==> config.mk <==
export PLATFORM = sky130hd
export DESIGN_NAME = csf_ctrl_flat
export DESIGN_NICKNAME = d
export VERILOG_FILES = /design/src/csf_pkg.sv /design/src/csf_if.sv /design/src/csf_ctrl.sv /design/src/flat_wrapper.sv
export SDC_FILE = /design/constraint.sdc
export NUM_CORES = 1
export LEC_CHECK = 0
export ABC_AREA = 1
export ABC_CLOCK_PERIOD_IN_PS = 1400
export BUFFER_PORTS_ARGS = -buffer_cell sky130_fd_sc_hd__buf_4
export CORE_ASPECT_RATIO = 0.8
export CORE_MARGIN = 1.5
export CORE_UTILIZATION = 25
export DETAILED_ROUTE_END_ITERATION = 10
export GPL_TIMING_DRIVEN = 0
export PLACE_DENSITY = 0.65
export SYNTH_ARGS = -nofsm -noshare
export SYNTH_HDL_FRONTEND = slang
export SYNTH_SLANG_ARGS = --single-unit
==> constraint.sdc <==
create_clock -name i_clk -period 1.4 [get_ports i_clk]
set_input_delay 0.07 -clock i_clk [delete_from_list [all_inputs] [get_ports i_clk]]
set_output_delay 0.07 -clock i_clk [all_outputs]
set_load 0.005 [all_outputs]
==> src/csf_pkg.sv <==
// ----------------------------------------------------------------------------
// csf_pkg
// Shared sizes, codes and control/status types of the charge space fusion
// block.
// ----------------------------------------------------------------------------
package csf_pkg;

    // sizes of the sector lists and of the fused table
    localparam int MAX_SECTORS = 8;
    localparam int MAX_FUSED   = 64;
    localparam int CHARGE_BITS = 8;
    localparam int DIM_BITS    = 16;

    // derived widths
    localparam int OPC_W       = 2;
    localparam int SUM_BITS    = CHARGE_BITS + 1;
    localparam int PROD_BITS   = 2 * DIM_BITS;
    localparam int ACC_BITS    = 38;
    localparam int SEC_IDX_W   = $clog2(MAX_SECTORS);
    localparam int SEC_CNT_W   = $clog2(MAX_SECTORS + 1);
    localparam int FUSE_IDX_W  = $clog2(MAX_FUSED);
    localparam int FUSE_CNT_W  = $clog2(MAX_FUSED + 1);
    localparam int EMIT_CNT_W  = (FUSE_CNT_W > SEC_CNT_W) ? FUSE_CNT_W : SEC_CNT_W;
    localparam int LIST_TOT_W  = DIM_BITS + SEC_CNT_W;
    localparam int IDX_DEPTH   = 2 ** SUM_BITS;

    // command opcodes
    localparam logic [OPC_W-1:0] OP_LOAD_FIRST  = 2'd0;
    localparam logic [OPC_W-1:0] OP_LOAD_SECOND = 2'd1;
    localparam logic [OPC_W-1:0] OP_PRODUCT     = 2'd2;

    // source of the result items of a run
    localparam logic [1:0] SRC_FUSED  = 2'd0;
    localparam logic [1:0] SRC_FIRST  = 2'd1;
    localparam logic [1:0] SRC_SECOND = 2'd2;
    localparam logic [1:0] SRC_EMPTY  = 2'd3;

    // one entry of the fused table
    typedef struct packed {
        logic [SUM_BITS-1:0] charge;
        logic [ACC_BITS-1:0] dim;
    } t_fuse_ent;

    // controller to datapath
    typedef struct packed {
        logic       clr_step;
        logic       load_first;
        logic       load_second;
        logic       start;
        logic       calc;
        logic       idx_rd;
        logic       fuse_rd;
        logic       rd_emit;
        logic       update;
        logic       out_load;
        logic [1:0] out_src;
        logic       clear_lists;
    } t_cmd;

    // datapath to controller
    typedef struct packed {
        logic clr_done;
        logic first_empty;
        logic second_empty;
        logic pair_last;
        logic emit_last;
        logic out_free;
    } t_sts;

endpackage

==> src/csf_if.sv <==
// ----------------------------------------------------------------------------
// csf_in_if / csf_out_if
// Valid/ready channels of the charge space fusion block: command beats in,
// result sector beats out.
// ----------------------------------------------------------------------------
interface csf_in_if;
    import csf_pkg::*;

    logic                          valid;
    logic                          ready;
    logic [OPC_W-1:0]              opcode;
    logic signed [CHARGE_BITS-1:0] charge;
    logic [DIM_BITS-1:0]           degeneracy;

    modport source (output valid, output opcode, output charge, output degeneracy,
                    input ready);
    modport sink   (input valid, input opcode, input charge, input degeneracy,
                    output ready);
endinterface


==> src/csf_ctrl.sv <==
// ----------------------------------------------------------------------------
// csf_ctrl
// Controller of the charge space fusion block: takes command beats, walks the
// sector pairs and steps the result emission.
// ----------------------------------------------------------------------------
module csf_ctrl (
    input  logic          i_clk,
    input  logic          i_rst_n,
    csf_in_if.sink        i_in,
    output csf_pkg::t_cmd o_cmd,
    input  csf_pkg::t_sts i_sts
);
    import csf_pkg::*;

    localparam logic [3:0] ST_CLEAR = 4'd0;
    localparam logic [3:0] ST_IDLE  = 4'd1;
    localparam logic [3:0] ST_CALC  = 4'd2;
    localparam logic [3:0] ST_LOOK  = 4'd3;
    localparam logic [3:0] ST_FETCH = 4'd4;
    localparam logic [3:0] ST_UPD   = 4'd5;
    localparam logic [3:0] ST_ERD   = 4'd6;
    localparam logic [3:0] ST_EOUT  = 4'd7;
    localparam logic [3:0] ST_LOUT  = 4'd8;

    logic [3:0] r_state, n_state;
    logic [1:0] r_src, n_src;
    t_cmd       cmd;
    logic       in_ready;

    // state and run source
    always_ff @(posedge i_clk) begin
        if (!i_rst_n) begin
            r_state <= ST_CLEAR;
            r_src   <= SRC_EMPTY;
        end else begin
            r_state <= n_state;
            r_src   <= n_src;
        end
    end

    // next state and commands
    always_comb begin
        n_state     = r_state;
        n_src       = r_src;
        cmd         = '0;
        cmd.out_src = r_src;
        in_ready    = 1'b0;
        unique case (r_state) inside
            ST_CLEAR: begin
                cmd.clr_step = 1'b1;
                if (i_sts.clr_done) begin
                    n_state = ST_IDLE;
                end
            end
            ST_IDLE: begin
                in_ready = 1'b1;
                if (i_in.valid) begin
                    unique case (i_in.opcode)
                        OP_LOAD_FIRST:  cmd.load_first  = 1'b1;
                        OP_LOAD_SECOND: cmd.load_second = 1'b1;
                        OP_PRODUCT: begin
                            cmd.start = 1'b1;
                            if (i_sts.first_empty && i_sts.second_empty) begin
                                n_src   = SRC_EMPTY;
                                n_state = ST_LOUT;
                            end else if (i_sts.first_empty) begin
                                n_src   = SRC_SECOND;
                                n_state = ST_LOUT;
                            end else if (i_sts.second_empty) begin
                                n_src   = SRC_FIRST;
                                n_state = ST_LOUT;
                            end else begin
                                n_src   = SRC_FUSED;
                                n_state = ST_CALC;
                            end
                        end
                        default: ;
                    endcase
                end
            end
            ST_CALC: begin
                cmd.calc = 1'b1;
                n_state  = ST_LOOK;
            end
            ST_LOOK: begin
                cmd.idx_rd = 1'b1;
                n_state    = ST_FETCH;
            end
            ST_FETCH: begin
                cmd.fuse_rd = 1'b1;
                n_state     = ST_UPD;
            end
            ST_UPD: begin
                cmd.update = 1'b1;
                n_state    = i_sts.pair_last ? ST_ERD : ST_CALC;
            end
            ST_ERD: begin
                cmd.fuse_rd = 1'b1;
                cmd.rd_emit = 1'b1;
                n_state     = ST_EOUT;
            end
            ST_EOUT, ST_LOUT: begin
                if (i_sts.out_free) begin
                    cmd.out_load = 1'b1;
                    if (i_sts.emit_last) begin
                        cmd.clear_lists = 1'b1;
                        n_state         = ST_IDLE;
                    end else if (r_state == ST_EOUT) begin
                        n_state = ST_ERD;
                    end
                end
            end
            default: n_state = ST_IDLE;
        endcase
    end

    assign o_cmd      = cmd;
    assign i_in.ready = in_ready;

endmodule

==> src/flat_wrapper.sv <==
// flat-port wrapper written by rule: the top's interface ports become plain ports
module csf_ctrl_flat import csf_pkg::*;
  (i_clk, i_rst_n, o_cmd, i_sts, i_in_valid, i_in_opcode, i_in_charge, i_in_degeneracy, i_in_ready);
  csf_in_if i_in_i ();
  input  logic i_clk;
  input  logic i_rst_n;
  output csf_pkg::t_cmd o_cmd;
  input  csf_pkg::t_sts i_sts;
  input wire logic [$bits(i_in_i.valid)-1:0] i_in_valid;
  input wire logic [$bits(i_in_i.opcode)-1:0] i_in_opcode;
  input wire logic [$bits(i_in_i.charge)-1:0] i_in_charge;
  input wire logic [$bits(i_in_i.degeneracy)-1:0] i_in_degeneracy;
  output wire logic [$bits(i_in_i.ready)-1:0] i_in_ready;
  assign i_in_i.valid = i_in_valid;
  assign i_in_i.opcode = i_in_opcode;
  assign i_in_i.charge = i_in_charge;
  assign i_in_i.degeneracy = i_in_degeneracy;
  assign i_in_ready = i_in_i.ready;
  csf_ctrl u_core (.i_clk(i_clk), .i_rst_n(i_rst_n), .i_in(i_in_i), .o_cmd(o_cmd), .i_sts(i_sts));
endmodule
== Word-level counts from Yosys, hierarchy flattened ==
Cells that the tools add are included.
Cells by class
  muxes and demuxes: 31
  equal/unequal tests: 15
  reductions and logical operators: 7
Operator list (count)
  $mux 4: 9
  $pmux 4 s8: 1
  $eq 4x3->1 const B: 4
  $mux 1: 16
  $mux 3: 3
  $eq 4x2->1 const B: 2
  $ne 2x2->1 const B: 4
  $reduce_and 5->1: 1
  $eq 4x1->1 const B: 1
  $eq 4x4->1 const B: 1
  $logic_not 4->1: 1
  $mux 2: 2
  $reduce_or 2->1: 2
  $ne 3x2->1 const B: 1
  $reduce_and 3->1: 1
  $eq 2x1->1 const B: 1
  $eq 2x2->1 const B: 1
  $logic_not 2->1: 1
  $logic_and 1x1->1: 1
Storage, ports and cells
  output and inout bits: 14
  word-level logic and storage cells: 55
  register bits: 6

== Logic depth before layout (Yosys ltp) ==
  word-level depth: 6
  gate-level depth with buffers: 9

== Least setup slack after synthesis ==
Ideal clock, no wire load.
  path type: reg2reg
  start: register u_core.r_state[1]
  end: register u_core.r_state[1]
  stages on the path, launching flop included: 8
  buffers on the path: 0
  clock period less this slack: 1138 ps
  slack: 262 ps
  arrival: 1069 ps
  library setup time: 70 ps
  required time: 1330 ps
  cells stage by stage: dfxtp_1 -> nor2_2 -> inv_1 -> nor2_1 -> nand3_2 -> nand3_2 -> nand2_1 -> a21oi_1
On the way
  word-level cells in the longest chain between the ends: 4
  elaborated cells on any way between the ends: 17
Ends and longest elaborated chain
  from (decl): RTL line csf_ctrl.sv:25  | logic [3:0] r_state, n_state;
  from (signal assigned): RTL line csf_ctrl.sv:36  | r_state <= n_state;
  $eq 4x4->1 (no source line) / $eq 4x3->1 (equally long branches)
  $reduce_or 2->1: RTL line csf_ctrl.sv:48  | unique case (r_state) inside
  $ne 3x2->1 (no source line) / $ne 2x2->1 (equally long branches)
  $reduce_and 5->1 (no source line)
Parallel ways exist; a longest one is shown, timed or not.
A chain may end at the register's enable or synchronous reset.

==> key figures <==
Timing
  • RSZ-0062 raised after global routing: true
  • Max Freq: 735 MHz
  • Worst Setup Slack, final: 0.0388 ns
  • # setup viols final: 0
  • Tcrit/Tclk final: 97.2%
  • Worst slew pin tran: 0.221 ns
  • Setup Skew: 0.000197 ns
  • Count of final hold-check violations: 0
  • Hold WS: 0.0691 ns
  • Tmin final: 1.36 ns
  • Slew HR: 85.2%
  • Final Max Tran Viols: 0

Place
  • DP HPWL: 1.17 mm
  • Routability cong.: 0.873
  • Pre-CTS setup slack: 0.0892 ns
  • Port Buf Inserts: 24

Synthesis
  • Syn nets: 130
  • Synth area leader: dfxtp_1
  • Warnings from Yosys: 0
  • Post-synthesis register bit count: 6
  • Synthesized area: 533 µm²
  • Cells after Synth: 95
  • Number of library cell types mapped by synthesis: 16
  • Synth area leaders: dfxtp_1 (23%), inv_1 (15%), nand2_1 (15%), nor2_1 (9.2%), nand3_1 (6.6%)
  • Seq/Total Area, Yosys: 22.5%
  • Avg Cell Area, Syn: 5.61 µm²
  • Top cell type's share of synthesized area: 22.5%

Detailed routing
  • Wire length per cell: 10.4 µm
  • Number of routed nets with antenna violations: 0
  • Total number of vias: 676
  • Drt drc: 0
  • Drt via density: 4.51
  • DRT iter0 DRCs: 15
  • Routed WL: 1.55 mm
  • DRT Pass-1 Iters: 4

Pwr
  • Switching power: 500 µW
  • Leakage: 0.000490 µW
  • Switch share: 45.2%
  • Internal power: 607 µW
  • Clk pwr share: 14.1%
  • Comb pwr share: 61.2%
  • VDD IR-drop max: 0.477 mV
  • Sequential share of power: 24.8%
  • Power density cells: 1280 mW/mm²

Layout
  • Ant. Diodes: 0
  • Most frequent cells in the layout: buf_4 (28), nand2_1 (20), inv_1 (17)
  • Fillcell total: 207
  • Multi-input combinational cell area: 382 µm²
  • Syn-to-layout area delta: 62.2%
  • Share of cells above drive strength 1: 45.2%
  • Layout Nets: 163
  • Fin util: 44.5%
  • Total area of sequential cells: 135 µm²
  • Commonest non-fill, non-tap cell in the layout: buf_4

Outcome
  • Outcome: completed

Critical path
  • Reg2reg end: u_core.r_state[1]$_SDFFE_PN0P_
  • Worst path required time: 1.33 ns
  • Worst Reg-to-Reg Cells: 9
  • Startpoint types: register
  • FF-to-FF setup slack: 0.08 ns
  • Critical path type: register to output port
  • Worst setup path end: o_cmd[0]
  • Setup crit start: u_core.r_state[3]$_SDFFE_PN0P_
  • Endpoint class of the critical path: output port
  • Crit-path max FO: 5
  • CP Data Arrival Time: 1.29 ns
  • Reg-to-reg startpoint: u_core.r_state[3]$_SDFFE_PN0P_

Global routing
  • Global-route wire length before repair: 2.33 mm
  • Initial antenna violation count: 0
  • GRT overflow: 0
  • Number of global-route vias before repair: 575
  • GRT Total Usage: 13.5%
  • Largest net degree at the start of global routing: 7

Floorplan
  • Die Area: 0.00242 mm²
  • Core ar.: 0.00194 mm²
  • Die H: 44.3 µm
  • # IOs: 49
  • Die width: 54.6 µm
  • Initial Utilization: 27.4%
  • Std cell rows: 14

Clock network
  • Clock sink count: 6
  • H-tree depth: 1
  • Number of buffers created by CTS: 3
  • Root Buffer: clkbuf_4
  • Clk_lat worst skew: 0.24 ns
  • Hold Buf Count CTS: 0
  • Maximum clock path buffer count: 2
  • Worst-path clk slew: 0.04 ns
  • CTS tree: yes

Min path
  • Hold depth: 2
  • Hold WC Path Type: input port to register

Run
  • Maxcap violations: 0
per-stage QoR:
| step | area (µm²) | std cells | power, µW | setup TNS, ns |
|---|---|---|---|---|
| final | 865 | 150 | 1110 | 0 |
| after global routing | 865 | 150 | 1200 | -0.131 |
| after CTS | 790 | 146 | 1010 | 0 |
| after detailed placement | 743 | 143 | 812 | 0 |
| after global placement | 743 | 143 | 809 | 0 |
| after floorplan | 533 | 95 | 627 | 0 |
power by group through the flow:
stage | Clock (µW) | Sequential, µW | Combinational [µW]
after detailed placement | 0 | 246 | 566
final | 156 | 274 | 677
after floorplan | 0 | 241 | 387
after CTS | 165 | 259 | 583
after global placement | 0 | 246 | 563
after global routing | 172 | 280 | 750
cells in the mapped netlist:
library cell and n:
nand2_2 4, nor2_4 1, dfxtp_1 6, nand3b_1 1, nor3_1 2, nand3_2 2
nor4b_1 1, nand4_1 1, inv_1 22, nor2_2 4, o211ai_1 2, nand2_1 22
a21oi_1 6, nand3_1 7, nor2_1 13, o21ai_0 1
per-layer routing:
| metal | track usage (%) | part of all wire, % | vias up |
|---|---|---|---|
| li1 | - | - | 356 |
| met1 | 17.8 | 45 | 301 |
| met3 | 2.03 | 6.1 | 2 |
| met2 | 20.0 | 48 | 17 |
| met5 | 0 | 0 | - |
| met4 | 9.00 | 0.77 | 0 |
flip-flops by register name (all words and copies together) (netlist names):
name / flops
u_core.r_state: 4
u_core.r_src: 2
cell type report:
cell class / count / area share [%]
Inverter: 22 / 9.84
Multi-Input combinational cell: 67 / 44.1
Clock buffer: 3 / 2.60
Sequential cell: 6 / 15.6
Timing Repair Buffer: 28 / 24.3
Tap cell: 24 / 3.47
worst max-delay path, stage by stage, from the launching register on:
cell and delay [ns]:
dfxtp_4 0.39, inv_2 0.05, nor2_2 0.13, nand2_2 0.09, nand2_2 0.09, inv_2 0.04, nor3_2 0.13, buf_4 0.13
how the worst min path moves through the flow:
stage               slack [ns]                           end     from
finish                    0.07  u_core.r_src[0]$_SDFFE_PN1P_  i_rst_n
global route              0.07  u_core.r_src[0]$_SDFFE_PN1P_  i_rst_n
CTS                       0.06  u_core.r_src[0]$_SDFFE_PN1P_  i_rst_n
detailed placement        0.32  u_core.r_src[0]$_SDFFE_PN1P_  i_rst_n
global placement          0.32  u_core.r_src[0]$_SDFFE_PN1P_  i_rst_n
floorplan                 0.17  u_core.r_src[0]$_SDFFE_PN1P_  i_rst_n
timing repair:
action,4_1_cts,5_1_grt
pin swaps,1,6
cloned,0,0
resized for setup,9,16
setup buffers,0,4
endpoints found under the setup margin,5,6
cells by family after synthesis:
kind of cell / count (synthesis) / synth area share (%)
and+or+nand+nor: 58 / 52.6
DFF: 6 / 22.5
AOI/OAI and AO/OA: 9 / 9.39
buffers and inverters: 22 / 15.5
Power figures use the tool's default switching activity.
